[src/dds_waveform_generator_unit_macros.svh]
// Assertion macros shared by the waveform generator RTL.
`ifndef DDS_WAVEFORM_GENERATOR_UNIT_MACROS_SVH
`define DDS_WAVEFORM_GENERATOR_UNIT_MACROS_SVH

`ifndef NO_ASSERTIONS

// Same-cycle implication, disabled while reset is asserted.
`define DWG_ASSERT_NOW(label, ante, cons) \
    label: assert property (@(posedge clk) disable iff (!rst_n) (ante) |-> (cons)) \
        else $error("dwg assertion failed");

// Next-cycle implication, disabled while reset is asserted.
`define DWG_ASSERT_NEXT(label, ante, cons) \
    label: assert property (@(posedge clk) disable iff (!rst_n) (ante) |=> (cons)) \
        else $error("dwg assertion failed");

`else

`define DWG_ASSERT_NOW(label, ante, cons)
`define DWG_ASSERT_NEXT(label, ante, cons)

`endif

`endif

[src/dwg_pkg.sv]
// Package with types, constants and waveform tables of the waveform generator.
`timescale 1ns / 1ps
`default_nettype none

package dwg_pkg;

    // Default accumulator width and fixed field widths.
    localparam int unsigned DEFAULT_PHASE_WIDTH = 32;
    localparam int unsigned INDEX_WIDTH         = 8;
    localparam int unsigned SAMPLE_WIDTH        = 8;
    localparam int unsigned SELECT_WIDTH        = 3;
    localparam int unsigned CFG_INDEX_WIDTH     = 2;

    // Tuning word after reset.
    localparam logic [31:0] TUNING_RESET = 32'd8589934;

    // Register indexes of the configuration port.
    typedef enum logic [CFG_INDEX_WIDTH-1:0] {
        CFG_TUNING_WORD     = 2'd0,
        CFG_WAVEFORM_SELECT = 2'd1
    } cfg_reg_t;

    // Waveform selector codes.
    typedef enum logic [SELECT_WIDTH-1:0] {
        WAVE_SINE     = 3'd0,
        WAVE_COSINE   = 3'd1,
        WAVE_TRIANGLE = 3'd2,
        WAVE_SAWTOOTH = 3'd3,
        WAVE_REVERSE  = 3'd4,
        WAVE_SQUARE   = 3'd5
    } wave_sel_t;

    // First quarter of the sine wave, indices 0 through 64 inclusive.
    localparam logic [7:0] QUARTER_SINE [0:64] = '{
        8'd128, 8'd131, 8'd134, 8'd137, 8'd140, 8'd143, 8'd146, 8'd149, 8'd152, 8'd155,
        8'd158, 8'd162, 8'd165, 8'd167, 8'd170, 8'd173, 8'd176, 8'd179, 8'd182, 8'd185,
        8'd188, 8'd190, 8'd193, 8'd196, 8'd198, 8'd201, 8'd203, 8'd206, 8'd208, 8'd211,
        8'd213, 8'd215, 8'd218, 8'd220, 8'd222, 8'd224, 8'd226, 8'd228, 8'd230, 8'd232,
        8'd234, 8'd235, 8'd237, 8'd238, 8'd240, 8'd241, 8'd243, 8'd244, 8'd245, 8'd246,
        8'd248, 8'd249, 8'd250, 8'd250, 8'd251, 8'd252, 8'd253, 8'd253, 8'd254, 8'd254,
        8'd254, 8'd255, 8'd255, 8'd255, 8'd255
    };

    // Full sine period rebuilt from the quarter table by symmetry.
    function automatic logic [SAMPLE_WIDTH-1:0] dwg_sine_at(input logic [INDEX_WIDTH-1:0] i);
        logic       neg_half;
        logic [6:0] k;
        logic [6:0] j;
        logic [7:0] q;
        neg_half = i[7];
        k        = i[6:0];
        j        = (k <= 7'd64) ? k : 7'(8'd128 - {1'b0, k});
        q        = QUARTER_SINE[j];
        if (!neg_half)
            return q;
        else if (k == 7'd0)
            return 8'd128;
        else
            return ~q;
    endfunction

    // Sample of the selected waveform at one table index; unused codes give zero.
    function automatic logic [SAMPLE_WIDTH-1:0] dwg_table_value(
        input logic [SELECT_WIDTH-1:0] sel,
        input logic [INDEX_WIDTH-1:0]  i
    );
        logic [SAMPLE_WIDTH-1:0] value;
        case (sel)
            WAVE_SINE:     value = dwg_sine_at(i);
            WAVE_COSINE:   value = dwg_sine_at(i + 8'd64);
            WAVE_TRIANGLE: value = i[7] ? ~{i[6:0], 1'b0} : {i[6:0], 1'b0};
            WAVE_SAWTOOTH: value = i;
            WAVE_REVERSE:  value = ~i;
            WAVE_SQUARE:   value = i[7] ? 8'h00 : 8'hFF;
            default:       value = '0;
        endcase
        return value;
    endfunction

endpackage

`default_nettype wire

[src/dwg_tick_if.sv]
// Handshake channel that carries sample tick words.
`timescale 1ns / 1ps
`default_nettype none

interface dwg_tick_if;
    logic valid;
    logic ready;
    logic sample_tick;

    modport source (output valid, output sample_tick, input ready);
    modport sink   (input valid, input sample_tick, output ready);
endinterface

`default_nettype wire

[src/dwg_sample_if.sv]
// Handshake channel that carries generated sample words.
`timescale 1ns / 1ps
`default_nettype none

interface dwg_sample_if;
    import dwg_pkg::*;

    logic                    valid;
    logic                    ready;
    logic [SAMPLE_WIDTH-1:0] sample_value;
    logic [INDEX_WIDTH-1:0]  table_index;

    modport source (output valid, output sample_value, output table_index, input ready);
    modport sink   (input valid, input sample_value, input table_index, output ready);
endinterface

`default_nettype wire

[src/dds_waveform_generator_unit.sv]
// Top level of the direct digital synthesizer: phase accumulator, table lookup, output skid.
//
//  Channel   Direction  Carries
//  --------  ---------  -----------------------------------------------
//  tick      in         sample_tick (a word with tick low yields nothing)
//  samples   out        sample_value, table_index
//  cfg_*     in         register writes, no handshake
//
// The table lookup sits between the phase register and the output register, so one tick
// word is accepted per cycle while tick.ready is high.
// A result is registered in the output register, or in the skid register while samples stall.
// A two-entry output stage (output register plus skid register) keeps tick.ready high
// while one result waits; ready drops only when both entries are full.
// Reset clears the accumulator and the valid flags and loads the configuration defaults.
`timescale 1ns / 1ps
`default_nettype none

`include "dds_waveform_generator_unit_macros.svh"

module dds_waveform_generator_unit #(
    parameter int unsigned PHASE_WIDTH = dwg_pkg::DEFAULT_PHASE_WIDTH
) (
    input  wire logic                                  clk,
    input  wire logic                                  rst_n,
    dwg_tick_if.sink                                   tick,
    dwg_sample_if.source                               samples,
    input  wire logic                                  cfg_wr_en,
    input  wire logic [dwg_pkg::CFG_INDEX_WIDTH-1:0]   cfg_index,
    input  wire logic [PHASE_WIDTH-1:0]                cfg_wdata
);
    import dwg_pkg::*;

    // Configuration and accumulator state.
    logic [PHASE_WIDTH-1:0]  tuning_word_reg;
    logic [SELECT_WIDTH-1:0] wave_sel_reg;
    logic [PHASE_WIDTH-1:0]  phase_reg;

    // Output register and skid register.
    logic                    out_valid_reg;
    logic [SAMPLE_WIDTH-1:0] out_sample_reg;
    logic [INDEX_WIDTH-1:0]  out_index_reg;
    logic                    skid_valid_reg;
    logic [SAMPLE_WIDTH-1:0] skid_sample_reg;
    logic [INDEX_WIDTH-1:0]  skid_index_reg;

    logic                    in_ready;
    logic                    produce;
    logic                    out_free;
    logic [INDEX_WIDTH-1:0]  index_next;
    logic [SAMPLE_WIDTH-1:0] sample_next;

    // Handshake decode.
    assign in_ready  = !skid_valid_reg;
    assign produce   = tick.valid && in_ready && tick.sample_tick;
    assign out_free  = !out_valid_reg || samples.ready;

    // Table lookup on the top bits of the current phase.
    assign index_next  = phase_reg[PHASE_WIDTH-1 -: INDEX_WIDTH];
    assign sample_next = dwg_table_value(wave_sel_reg, index_next);

    // Port drive.
    assign tick.ready           = in_ready;
    assign samples.valid        = out_valid_reg;
    assign samples.sample_value = out_sample_reg;
    assign samples.table_index  = out_index_reg;

    // Configuration registers.
    always_ff @(posedge clk or negedge rst_n)
    begin
        if (!rst_n)
        begin
            tuning_word_reg <= PHASE_WIDTH'(TUNING_RESET);
            wave_sel_reg    <= WAVE_SINE;
        end
        else if (cfg_wr_en)
        begin
            case (cfg_index)
                CFG_TUNING_WORD:     tuning_word_reg <= cfg_wdata;
                CFG_WAVEFORM_SELECT: wave_sel_reg    <= cfg_wdata[SELECT_WIDTH-1:0];
                default:             ;
            endcase
        end
    end

    // Phase accumulator advances once per produced sample.
    always_ff @(posedge clk or negedge rst_n)
    begin
        if (!rst_n)
            phase_reg <= '0;
        else if (produce)
            phase_reg <= phase_reg + tuning_word_reg;
    end

    // Valid flags of the output and skid entries.
    always_ff @(posedge clk or negedge rst_n)
    begin
        if (!rst_n)
        begin
            out_valid_reg  <= 1'b0;
            skid_valid_reg <= 1'b0;
        end
        else if (out_free)
        begin
            out_valid_reg  <= skid_valid_reg || produce;
            skid_valid_reg <= 1'b0;
        end
        else if (produce)
        begin
            skid_valid_reg <= 1'b1;
        end
    end

    // Payload of the output and skid entries.
    always_ff @(posedge clk)
    begin
        if (out_free)
        begin
            if (skid_valid_reg)
            begin
                out_sample_reg <= skid_sample_reg;
                out_index_reg  <= skid_index_reg;
            end
            else if (produce)
            begin
                out_sample_reg <= sample_next;
                out_index_reg  <= index_next;
            end
        end
        else if (produce)
        begin
            skid_sample_reg <= sample_next;
            skid_index_reg  <= index_next;
        end
    end

    // The skid entry only fills behind a waiting output word.
    `DWG_ASSERT_NOW(a_skid_behind_out, skid_valid_reg, out_valid_reg)
    // A produced sample steps the phase by the tuning word.
    `DWG_ASSERT_NEXT(a_phase_step, produce, phase_reg == $past(phase_reg) + $past(tuning_word_reg))
    // Without a produced sample the phase holds.
    `DWG_ASSERT_NEXT(a_phase_hold, !produce, $stable(phase_reg))
    // A sample made while the output stalls lands in the skid entry.
    `DWG_ASSERT_NEXT(a_skid_catch, produce && !out_free, skid_valid_reg)

endmodule

`default_nettype wire
[src/flat_wrapper.sv]
// flat-port wrapper written by rule: the top's interface ports become plain ports
module dds_waveform_generator_unit_flat import dwg_pkg::*;
#(
    parameter int unsigned PHASE_WIDTH = dwg_pkg::DEFAULT_PHASE_WIDTH
)
  (clk, rst_n, cfg_wr_en, cfg_index, cfg_wdata, tick_valid, tick_sample_tick, tick_ready, samples_valid, samples_sample_value, samples_table_index, samples_ready);
  dwg_tick_if tick_i ();
  dwg_sample_if samples_i ();
  input  wire logic clk;
  input  wire logic rst_n;
  input  wire logic cfg_wr_en;
  input  wire logic [dwg_pkg::CFG_INDEX_WIDTH-1:0] cfg_index;
  input  wire logic [PHASE_WIDTH-1:0] cfg_wdata;
  input wire logic [$bits(tick_i.valid)-1:0] tick_valid;
  input wire logic [$bits(tick_i.sample_tick)-1:0] tick_sample_tick;
  output wire logic [$bits(tick_i.ready)-1:0] tick_ready;
  output wire logic [$bits(samples_i.valid)-1:0] samples_valid;
  output wire logic [$bits(samples_i.sample_value)-1:0] samples_sample_value;
  output wire logic [$bits(samples_i.table_index)-1:0] samples_table_index;
  input wire logic [$bits(samples_i.ready)-1:0] samples_ready;
  assign tick_i.valid = tick_valid;
  assign tick_i.sample_tick = tick_sample_tick;
  assign tick_ready = tick_i.ready;
  assign samples_valid = samples_i.valid;
  assign samples_sample_value = samples_i.sample_value;
  assign samples_table_index = samples_i.table_index;
  assign samples_i.ready = samples_ready;
  dds_waveform_generator_unit #(.PHASE_WIDTH(PHASE_WIDTH)) u_core (.clk(clk), .rst_n(rst_n), .tick(tick_i), .samples(samples_i), .cfg_wr_en(cfg_wr_en), .cfg_index(cfg_index), .cfg_wdata(cfg_wdata));
endmodule
[config.mk]
export PLATFORM = sky130hd
export DESIGN_NAME = dds_waveform_generator_unit_flat
export DESIGN_NICKNAME = d
export VERILOG_FILES = /design/src/dwg_pkg.sv /design/src/dwg_tick_if.sv /design/src/dwg_sample_if.sv /design/src/dds_waveform_generator_unit.sv /design/src/flat_wrapper.sv
export VERILOG_INCLUDE_DIRS = /design/src /design/src/src
export SDC_FILE = /design/constraint.sdc
export NUM_CORES = 1
export LEC_CHECK = 0
export ABC_AREA = 1
export BUFFER_PORTS_ARGS = -buffer_cell sky130_fd_sc_hd__buf_4
export CAP_MARGIN = 40
export CORE_ASPECT_RATIO = 0.7
export CORE_MARGIN = 2
export CORE_UTILIZATION = 50
export CTS_CLUSTER_DIAMETER = 60
export DETAILED_ROUTE_END_ITERATION = 10
export MAX_ROUTING_LAYER = met4
export PLACE_DENSITY_LB_ADDON = 0.25
export SLEW_MARGIN = 25
export SYNTH_ARGS = -nofsm -noshare
export SYNTH_HDL_FRONTEND = slang
export SYNTH_SLANG_ARGS = --single-unit
[constraint.sdc]
create_clock -name clk -period 5.8 [get_ports clk]
set_input_delay 0.29 -clock clk [delete_from_list [all_inputs] [get_ports clk]]
set_output_delay 0.29 -clock clk [all_outputs]
set_load 0.05 [all_outputs]
==> reports/results.ini, run 1 <==
[cts]
worst_skew_pair.late_latency_ps = 350
cts_tree = done
post_cts_resized = 0
cts_setup_buffers = 0
cts_buffers = 9
hold_buffers = 1
root_buffer = clkbuf_16
cts_htree_levels = 3
clk_pin_slew_ps = 80
cts_sinks = 101
cts_buffer_depth = 2

[route]
wl_per_cell_um = 15.3
drt_first_pass_iters = 5
viasPerCell = 5.59
drtIter0Drc = 778
drc_errors = 0
routed_wl_um = 18800
vias = 6855
ant_nets = 0

[floorplan]
die_area_mm2 = 0.0159
core_area_mm2 = 0.0146
die_w_um = 150
start_util = 0.510
io_pins = 58
fp-row-count = 37
die_h_um = 106

[global_routing]
grt_pass1_wl_um = 31000
antenna_found_initial = 0
grt_overflow = 0
grtUsageMet1 = 0.404
grt.total_usage = 0.250
busiest_layer = met1
first_global_vias = 6045
grt_max_degree = 50
met3_usage = 0.0446
met2_usage = 0.325

[yosys]
syn_area_mm2 = 0.00746
syn_area_per_cell_um2 = 7.60
synth_cells = 982
synth_top_area_share = 0.198
yosys_register_bits = 101
yosysWarnings = 0
synthFlopType = dfrtp_1
yosysTopAreaCell = dfrtp_1
synth_edf_count = 32
yosysUniqueCellTypes = 49
ys_seq_area_frac = 0.362
synthArstFlopShare = 0.683
synth_nets = 1064
netlist_top_cells_area = dfrtp_1, nand2_1, edfxtp_1, nand3_1, ha_1

[timing]
hold_viol_final = 0
fin_skew_ps = 13.1
layout_min_cycle_time_ps = 3610
tightestPinTransition_ps = 807
fin_crit_sh = 0.622
maxSlewHeadroom = 0.458
finalWorstSetupSlack_ps = 2190
grt_setup_unrepaired = false
setup_viol = 0
tns_ps = 0
fmax_mhz = 277
timing.final.max_slew_violations = 0
whs_ps = 164

[worst_setup_path]
cp_top_family = simple AND/OR/NAND/NOR gates
start_kind = register
end_kind = register
crit_top_cell = nand2_1
crit_required_ps = 5920
arrival_ps = 3720
path_cells = inv_2 -> ha_1 -> inv_1 -> nand2_1 -> nand2_1 -> inv_1 -> nand3_1 -> nand2_1 -> nand2_1 -> nand2_1 -> a21oi_1 -> and2_1 -> nand2_1 -> o211ai_1 -> nand3_1 -> nand2_1 -> nand2_1
critPathMaxFanout = 18
worst_path_max_delay_cell = dfrtp_1
path_buf_inv = 3
cpPeakStageDelay_ps = 800
path_class = reg2reg

[place]
place_ws_ps = 2210
dp_hpwl_um = 14000
port_buffers = 57
place_area_mm2 = 0.00801
gp_congestion = 0.933

[flow_run]
cap_violations = 0

[finish]
final_area_mm2 = 0.00832
final_nets = 1109
multi_input_area_mm2 = 0.00429
num_antenna_cells = 0
regArea_mm2 = 0.00270
layout_common_cells = nand2_1, nand3_1, o21ai_0
final_common_cell = nand2_1
drive_gt1_frac = 0.165
fillerInstances = 1384
syn_to_final_growth_pct = 11.5

[pwr]
p_total_w = 0.00550
powerDensity_mw_per_mm2 = 661
vdd_drop_max_mv = 0.245
p_leak_nw = 3.89

[status]
status = finished clean

[min_path]
hp-class = in2reg

-- where the power goes --
part,total [W],switching [W],leakage [nW],internal [W]
clock network,0.000583,0.000286,0.133,0.000297
logic,0.00371,0.00246,2.64,0.00124
registers,0.00121,0.000228,1.12,0.000978
-- path summary, 6_finish.rpt --
| path | startpoint | endpoint | slack [ps] | cells past startpoint |
|---|---|---|---|---|
| worst max-delay path | u_core.phase_reg[24] | u_core.samples.sample_value[6] | 2190 | 17 |
| worst min-delay path | cfg_wdata[19] | u_core.tuning_word_reg[19] | 160 | 2 |
| worst max register to register | u_core.phase_reg[24] | u_core.samples.sample_value[6] | 2190 | 17 |
| worst min register to register | u_core.phase_reg[22] | u_core.phase_reg[22] | 490 | 2 |
| max in group asynchronous | rst_n | u_core.tuning_word_reg[3] | 4820 | 3 |
| min in group asynchronous | rst_n | u_core.phase_reg[17] | 380 | 2 |
-- worst register-to-register path, cell delays in order (launching register included) --
cell,delay (ps)
dfrtp_1,800
inv_2,320
ha_1,370
inv_1,80
nand2_1,40
nand2_1,140
inv_1,80
nand3_1,80
nand2_1,160
nand2_1,170
nand2_1,110
a21oi_1,380
and2_1,210
nand2_1,50
o211ai_1,110
nand3_1,130
nand2_1,100
nand2_1,50
-- metrics by stage --
step | utilization | std cells
final | 0.569 | 1227
after global routing | 0.569 | 1227
after CTS | 0.568 | 1225
after detailed placement | 0.548 | 1208
after global placement | 0.545 | 1205
after floorplan | - | 982
-- logic make-up (layout without fill, tap and decap cells) --
group | after synthesis | count (layout) | synth area share
DFF | 101 | 101 | 0.362
AOI/OAI and AO/OA | 159 | 159 | 0.124
xor gates and xnor gates | 22 | 22 | 0.0258
adders and majority gates | 42 | 42 | 0.0714
buffers and inverters | 109 | 159 | 0.0644
and+or+nand+nor | 520 | 520 | 0.309
muxes | 29 | 29 | 0.0438
-- final cells by class --
class                   instances  area share
repair buffers                 66      0.0614
multi-input cells             772       0.515
clock inverters                 7     0.00722
well taps                     195      0.0293
flip-flops and latches        101       0.325
clock buffers                   9      0.0271
inverters                      77      0.0350
-- cells in the mapped netlist (2+ instances only) --
library cell,n
nand2_1,299
mux2_2,29
o21ai_0,67
o21bai_1,4
o21ai_1,13
nand2_2,10
a311oi_1,6
a221oi_1,2
nand3_2,2
o31ai_2,2
nor4_1,4
nor2_1,45
buf_2,7
dfstp_2,10
o211ai_1,7
clkinv_1,2
nor3_1,11
nor2_2,3
edfxtp_1,32
or2_2,7
clkbuf_1,14
nand3b_1,2
inv_1,66
nand2_4,6
xor2_1,12
buf_6,5
ha_1,41
inv_2,8
nor2_4,3
a21boi_0,3
nand3_1,112
a21oi_2,4
a21oi_1,42
a21o_1,2
xnor2_1,10
buf_4,6
dfrtp_1,59
nand4_1,14
-- metal layers --
layer | share of wire | vias up
li1 | - | 3414
met1 | 0.51 | 3141
met5 | 0 | -
met4 | 0.0093 | 0
met3 | 0.089 | 20
met2 | 0.39 | 280
(Power assumes the default switching activity.)
==> inputs of run 2 (changes only) <==
==> constraint.sdc (replaced) <==
create_clock -name clk -period 3.3 [get_ports clk]
set_input_delay 0.165 -clock clk [delete_from_list [all_inputs] [get_ports clk]]
set_output_delay 0.165 -clock clk [all_outputs]
set_load 0.05 [all_outputs]
==> run 2 against run 1 <==
Maximum frequency is 20% higher. Clock power is 82% higher. Flip-flop and latch count stayed put. Critical path depth is 3 higher. Hold slack worse by 120 ps. Worst setup slack worse by 1900 ps. Clock skew is 2.2 ps higher. Die area stayed put. Count of clock-buffer cells in the layout is 1 higher. Via count is 1.5% higher. Non-clock buffer count is 13 higher. Critical path type unchanged.
==> reports/results.ini, run 2 (synthesis results as in run 1) <==
[status]
status = finished clean

[route]
viasPerCell = 5.61
routed_wl_um = 19300
drc_errors = 0
vias = 6957
wl_per_cell_um = 15.6
drtIter0Drc = 592
ant_nets = 0
drt_first_pass_iters = 6

[timing]
setup_viol = 0
grt_setup_unrepaired = false
hold_viol_final = 0
maxSlewHeadroom = 0.414
fin_crit_sh = 0.909
layout_min_cycle_time_ps = 3000
timing.final.max_slew_violations = 0
tightestPinTransition_ps = 873
finalWorstSetupSlack_ps = 301
fin_skew_ps = 15.3
fmax_mhz = 333
tns_ps = 0

[place]
place_ws_ps = 335
dp_hpwl_um = 14300
port_buffers = 57
placed_cells = 1221
gp_congestion = 0.973

[worst_setup_path]
rr_worst_depth = 20
end_kind = register
r2r_start = u_core.phase_reg[26]
rr_endpoint = u_core.samples.sample_value[1]
start_kind = register
critPathMaxFanout = 11
arrival_ps = 3100
crit_required_ps = 3400
rrSetupSlack_ps = 300
path_class = reg2reg

[min_path]
hold_end = u_core.tuning_word_reg[19]
hp-class = in2reg
hold_start = cfg_wdata[19]
hold_depth = 2

[finish]
fillerInstances = 1387
stdcell_count = 1240
layout_common_cells = nand2_1, nand3_1, buf_4
num_antenna_cells = 0
final_common_cell = nand2_1
syn_to_final_growth_pct = 12.8
final_nets = 1122
drive_gt1_frac = 0.173
final_util = 0.576

[global_routing]
grt_pass1_wl_um = 32100
grt.total_usage = 0.260
first_global_vias = 6354
grt_max_degree = 49
grt_overflow = 0
antenna_found_initial = 0

[pwr]
p_leak_nw = 3.97
p_total_w = 0.00983
powerDensity_mw_per_mm2 = 1170
vdd_drop_max_mv = 0.418

[floorplan]
fp-row-count = 37
core_area_mm2 = 0.0146
die_area_mm2 = 0.0159
die_h_um = 106
io_pins = 58
die_w_um = 150
start_util = 0.510

[flow_run]
cap_violations = 0

[cts]
cts_buffers = 9
root_buffer = clkbuf_16
worst_skew_pair.late_latency_ps = 350
clk_pin_slew_ps = 70
cts_sinks = 101
cts_tree = done
cts_htree_levels = 3
cts_buffer_depth = 2
cts_setup_buffers = 0

-- run 2: critical path, cell delays in order (launching register included) --
cell and delay (ps):
dfrtp_1 590, inv_2 260, nand2_2 80, nor2_2 130, nand2_4 90, nand2_4 100
nand2_1 80, nand2_2 130, inv_2 80, ha_1 310, inv_1 60, nand2_2 100
nand3_1 80, nand3_1 100, nand3_1 100, nand3_1 100, nand2_1 50, nand3_1 70
nand3_1 120, nand2_1 90, nand2_1 50
-- run 2: how the worst max path moves through the flow --
stage / from / endpoint / slack, ps / cells after the start
global route: u_core.phase_reg[26] / u_core.samples.sample_value[0] / 9 / 21
global placement: u_core.phase_reg[26] / u_core.samples.sample_value[2] / 370 / 19
finish: u_core.phase_reg[26] / u_core.samples.sample_value[1] / 300 / 20
detailed placement: u_core.phase_reg[26] / u_core.samples.sample_value[0] / 330 / 21
CTS: u_core.phase_reg[26] / u_core.samples.sample_value[0] / 320 / 21
floorplan: u_core.phase_reg[24] / u_core.samples.sample_value[0] / 400 / 23
-- run 2: final cells by class --
class / instances / area (um^2) / share of cell area
Clock buffer: 10 / 239 / 0.0284
Timing Repair Buffer: 79 / 608 / 0.0722
Sequential cell: 101 / 2700 / 0.321
Inverter: 77 / 292 / 0.0346
Multi-Input combinational cell: 772 / 4280 / 0.509
Tap cell: 195 / 244 / 0.0290
Clock inverter: 6 / 56.3 / 0.00669
-- run 2: timing repair --
action | in CTS | in global routing
hold endpoints to repair | 22 | 0
hold buffers | 1 | 0
resized for setup | 0 | 0
endpoints found under the setup margin | 0 | 0
-- run 2: routing by layer --
layer | GRT usage | routed length, um | share of wire
met1 | 0.405 | 9670 | 0.50
met2 | 0.343 | 7670 | 0.40
met3 | 0.0541 | 1780 | 0.092
met4 | 0.0546 | 186 | 0.0096
met5 | - | 0 | 0
-- run 2: power by group --
group	switching [W]	internal [W]
registers	0.000286	0.00172
clock network	0.000510	0.000548
logic	0.00447	0.00229
total	0.00527	0.00456
-- run 2: per-stage QoR --
| step | hold WS, ps | area, um^2 |
|---|---|---|
| 6_report | 43.3 | 8420 |
| 5_1_grt | 34.9 | 8420 |
| 4_1_cts | 31.8 | 8410 |
| 3_5_place_dp | 83.8 | 8110 |
| 3_3_place_gp | 331 | 8070 |
| 2_1_floorplan | -131 | 7460 |
==> inputs of run 3 (changes only) <==
--- a/config.mk
+++ b/config.mk
@@ -11,7 +11,7 @@
 export CAP_MARGIN = 40
 export CORE_ASPECT_RATIO = 0.7
 export CORE_MARGIN = 2
-export CORE_UTILIZATION = 50
+export CORE_UTILIZATION = 56
 export CTS_CLUSTER_DIAMETER = 60
 export DETAILED_ROUTE_END_ITERATION = 10
 export MAX_ROUTING_LAYER = met4
==> run 3 against run 2 <==
Clock power about the same. Sequential share of layout area up 0.18 points. Sequential power about the same. Clock skew down 3.8 ps. Die area down 10%. Combinational power about the same. Flip-flop and latch count unchanged.
==> reports/results.ini, run 3 (synthesis results as in run 1) <==
[finish]
final_util = 0.640
final_common_cell = nand2_1
stdcell_count = 1210
syn_to_final_growth_pct = 12.3
final_nets = 1121
num_antenna_cells = 0
layout_common_cells = nand2_1, nand3_1, buf_4
fillerInstances = 1143
drive_gt1_frac = 0.174

[place]
gp_congestion = 0.960
port_buffers = 57
place_ws_ps = 313
dp_hpwl_um = 14400
placed_cells = 1192

[floorplan]
core_area_mm2 = 0.0131
start_util = 0.570
die_h_um = 101
fp-row-count = 35
die_area_mm2 = 0.0143
die_w_um = 142
io_pins = 58

[route]
top_layer_used = met4
ant_nets = 0
wl_met1_um = 9740
viasPerCell = 5.77
drtIter0Drc = 687
drt_first_pass_iters = 5
wl_met2_um = 7720
vias = 6977
drc_errors = 0
routed_wl_um = 19200
wl_per_cell_um = 15.9
wl_met3_um = 1620

[cts]
clk_pin_slew_ps = 80
cts_htree_levels = 3
root_buffer = clkbuf_16
cts_sinks = 101
worst_skew_pair.late_latency_ps = 350
cts_tree = done
cts_buffers = 9
cts_buffer_depth = 2

[global_routing]
grt.total_usage = 0.291
grt_overflow = 0
first_global_vias = 6325
grt_pass1_wl_um = 32300
grt_max_degree = 49
antenna_found_initial = 0

[timing]
fmax_mhz = 338
finalWorstSetupSlack_ps = 339
fin_crit_sh = 0.897
setup_viol = 0
tns_ps = 0
maxSlewHeadroom = 0.428
layout_min_cycle_time_ps = 2960
grt_setup_unrepaired = false
fin_skew_ps = 11.5
timing.final.max_slew_violations = 0
hold_viol_final = 0
tightestPinTransition_ps = 851

[worst_setup_path]
start_kind = register
crit_required_ps = 3410
path_class = reg2reg
arrival_ps = 3070
critPathMaxFanout = 8
end_kind = register

[min_path]
hp-class = in2reg

[pwr]
vdd_drop_max_mv = 0.790
p_leak_nw = 3.96
powerDensity_mw_per_mm2 = 1170

[flow_run]
cap_violations = 0

[status]
status = finished clean

[run 3: layer usage]
layer  up-vias  GRT usage
li1       3432          -
met1      3218      0.452
met2       309      0.394
met3        18     0.0546
met4         0     0.0577
met5         -          -
[run 3: worst max-delay path, stage by stage (launching register included)]
cell,delay (ps)
dfrtp_1,380
inv_2,150
ha_1,300
nand3_4,150
nand2_4,120
nand2_1,50
nand2_1,120
inv_1,90
ha_1,340
inv_1,60
nand2_2,90
nand3_1,90
nand3_1,90
nand2_1,50
nand2_1,70
nand4_1,100
nand3_1,210
nand3_2,110
nand2_1,80
nand2_1,50
[run 3: timing repair]
item / 4_1_cts / 5_1_grt
setup endpoints to repair: 0 / 1
hold buffers: 1 / 0
hold endpoints to repair: 23 / 0
resized for setup: 0 / 1
setup buffers: 0 / 0
[run 3: worst paths after layout]
kind | start | endpoint | slack [ps] | cells past startpoint
setup / recovery | u_core.phase_reg[25] | u_core.samples.sample_value[0] | 340 | 19
hold / removal | cfg_wdata[5] | u_core.tuning_word_reg[5] | 40 | 2
setup reg to reg | u_core.phase_reg[25] | u_core.samples.sample_value[0] | 340 | 19
hold reg to reg | u_core.phase_reg[22] | u_core.phase_reg[22] | 490 | 2
max in group asynchronous | rst_n | u_core.tuning_word_reg[9] | 2430 | 3
min in group asynchronous | rst_n | u_core.phase_reg[16] | 280 | 2
[run 3: power breakdown]
group	total (W)	switching (W)	internal, W
sequential	0.00202	0.000297	0.00172
clock	0.00105	0.000518	0.000531
combinational	0.00675	0.00446	0.00229
total	0.00982	0.00527	0.00454
[run 3: final cells by class]
cell class,instances,area (um^2),share of cell area
clock buffers,9,225,0.0269
clock inverters,7,66.3,0.00792
inverters,77,292,0.0348
multi-input cells,772,4280,0.511
flip-flops and latches,101,2700,0.322
well taps,166,208,0.0248
repair buffers,78,603,0.0720
[run 3: per-stage QoR]
| step | hold slack [ps] | power [W] | cell area, um^2 |
|---|---|---|---|
| finish | 40.4 | 0.00982 | 8380 |
| detailed placement | 84.4 | 0.00858 | 8070 |
| global route | 34.1 | 0.0107 | 8380 |
| floorplan | -131 | 0.00714 | 7460 |
| CTS | 34.5 | 0.00967 | 8370 |
| global placement | 323 | 0.00853 | 8040 |
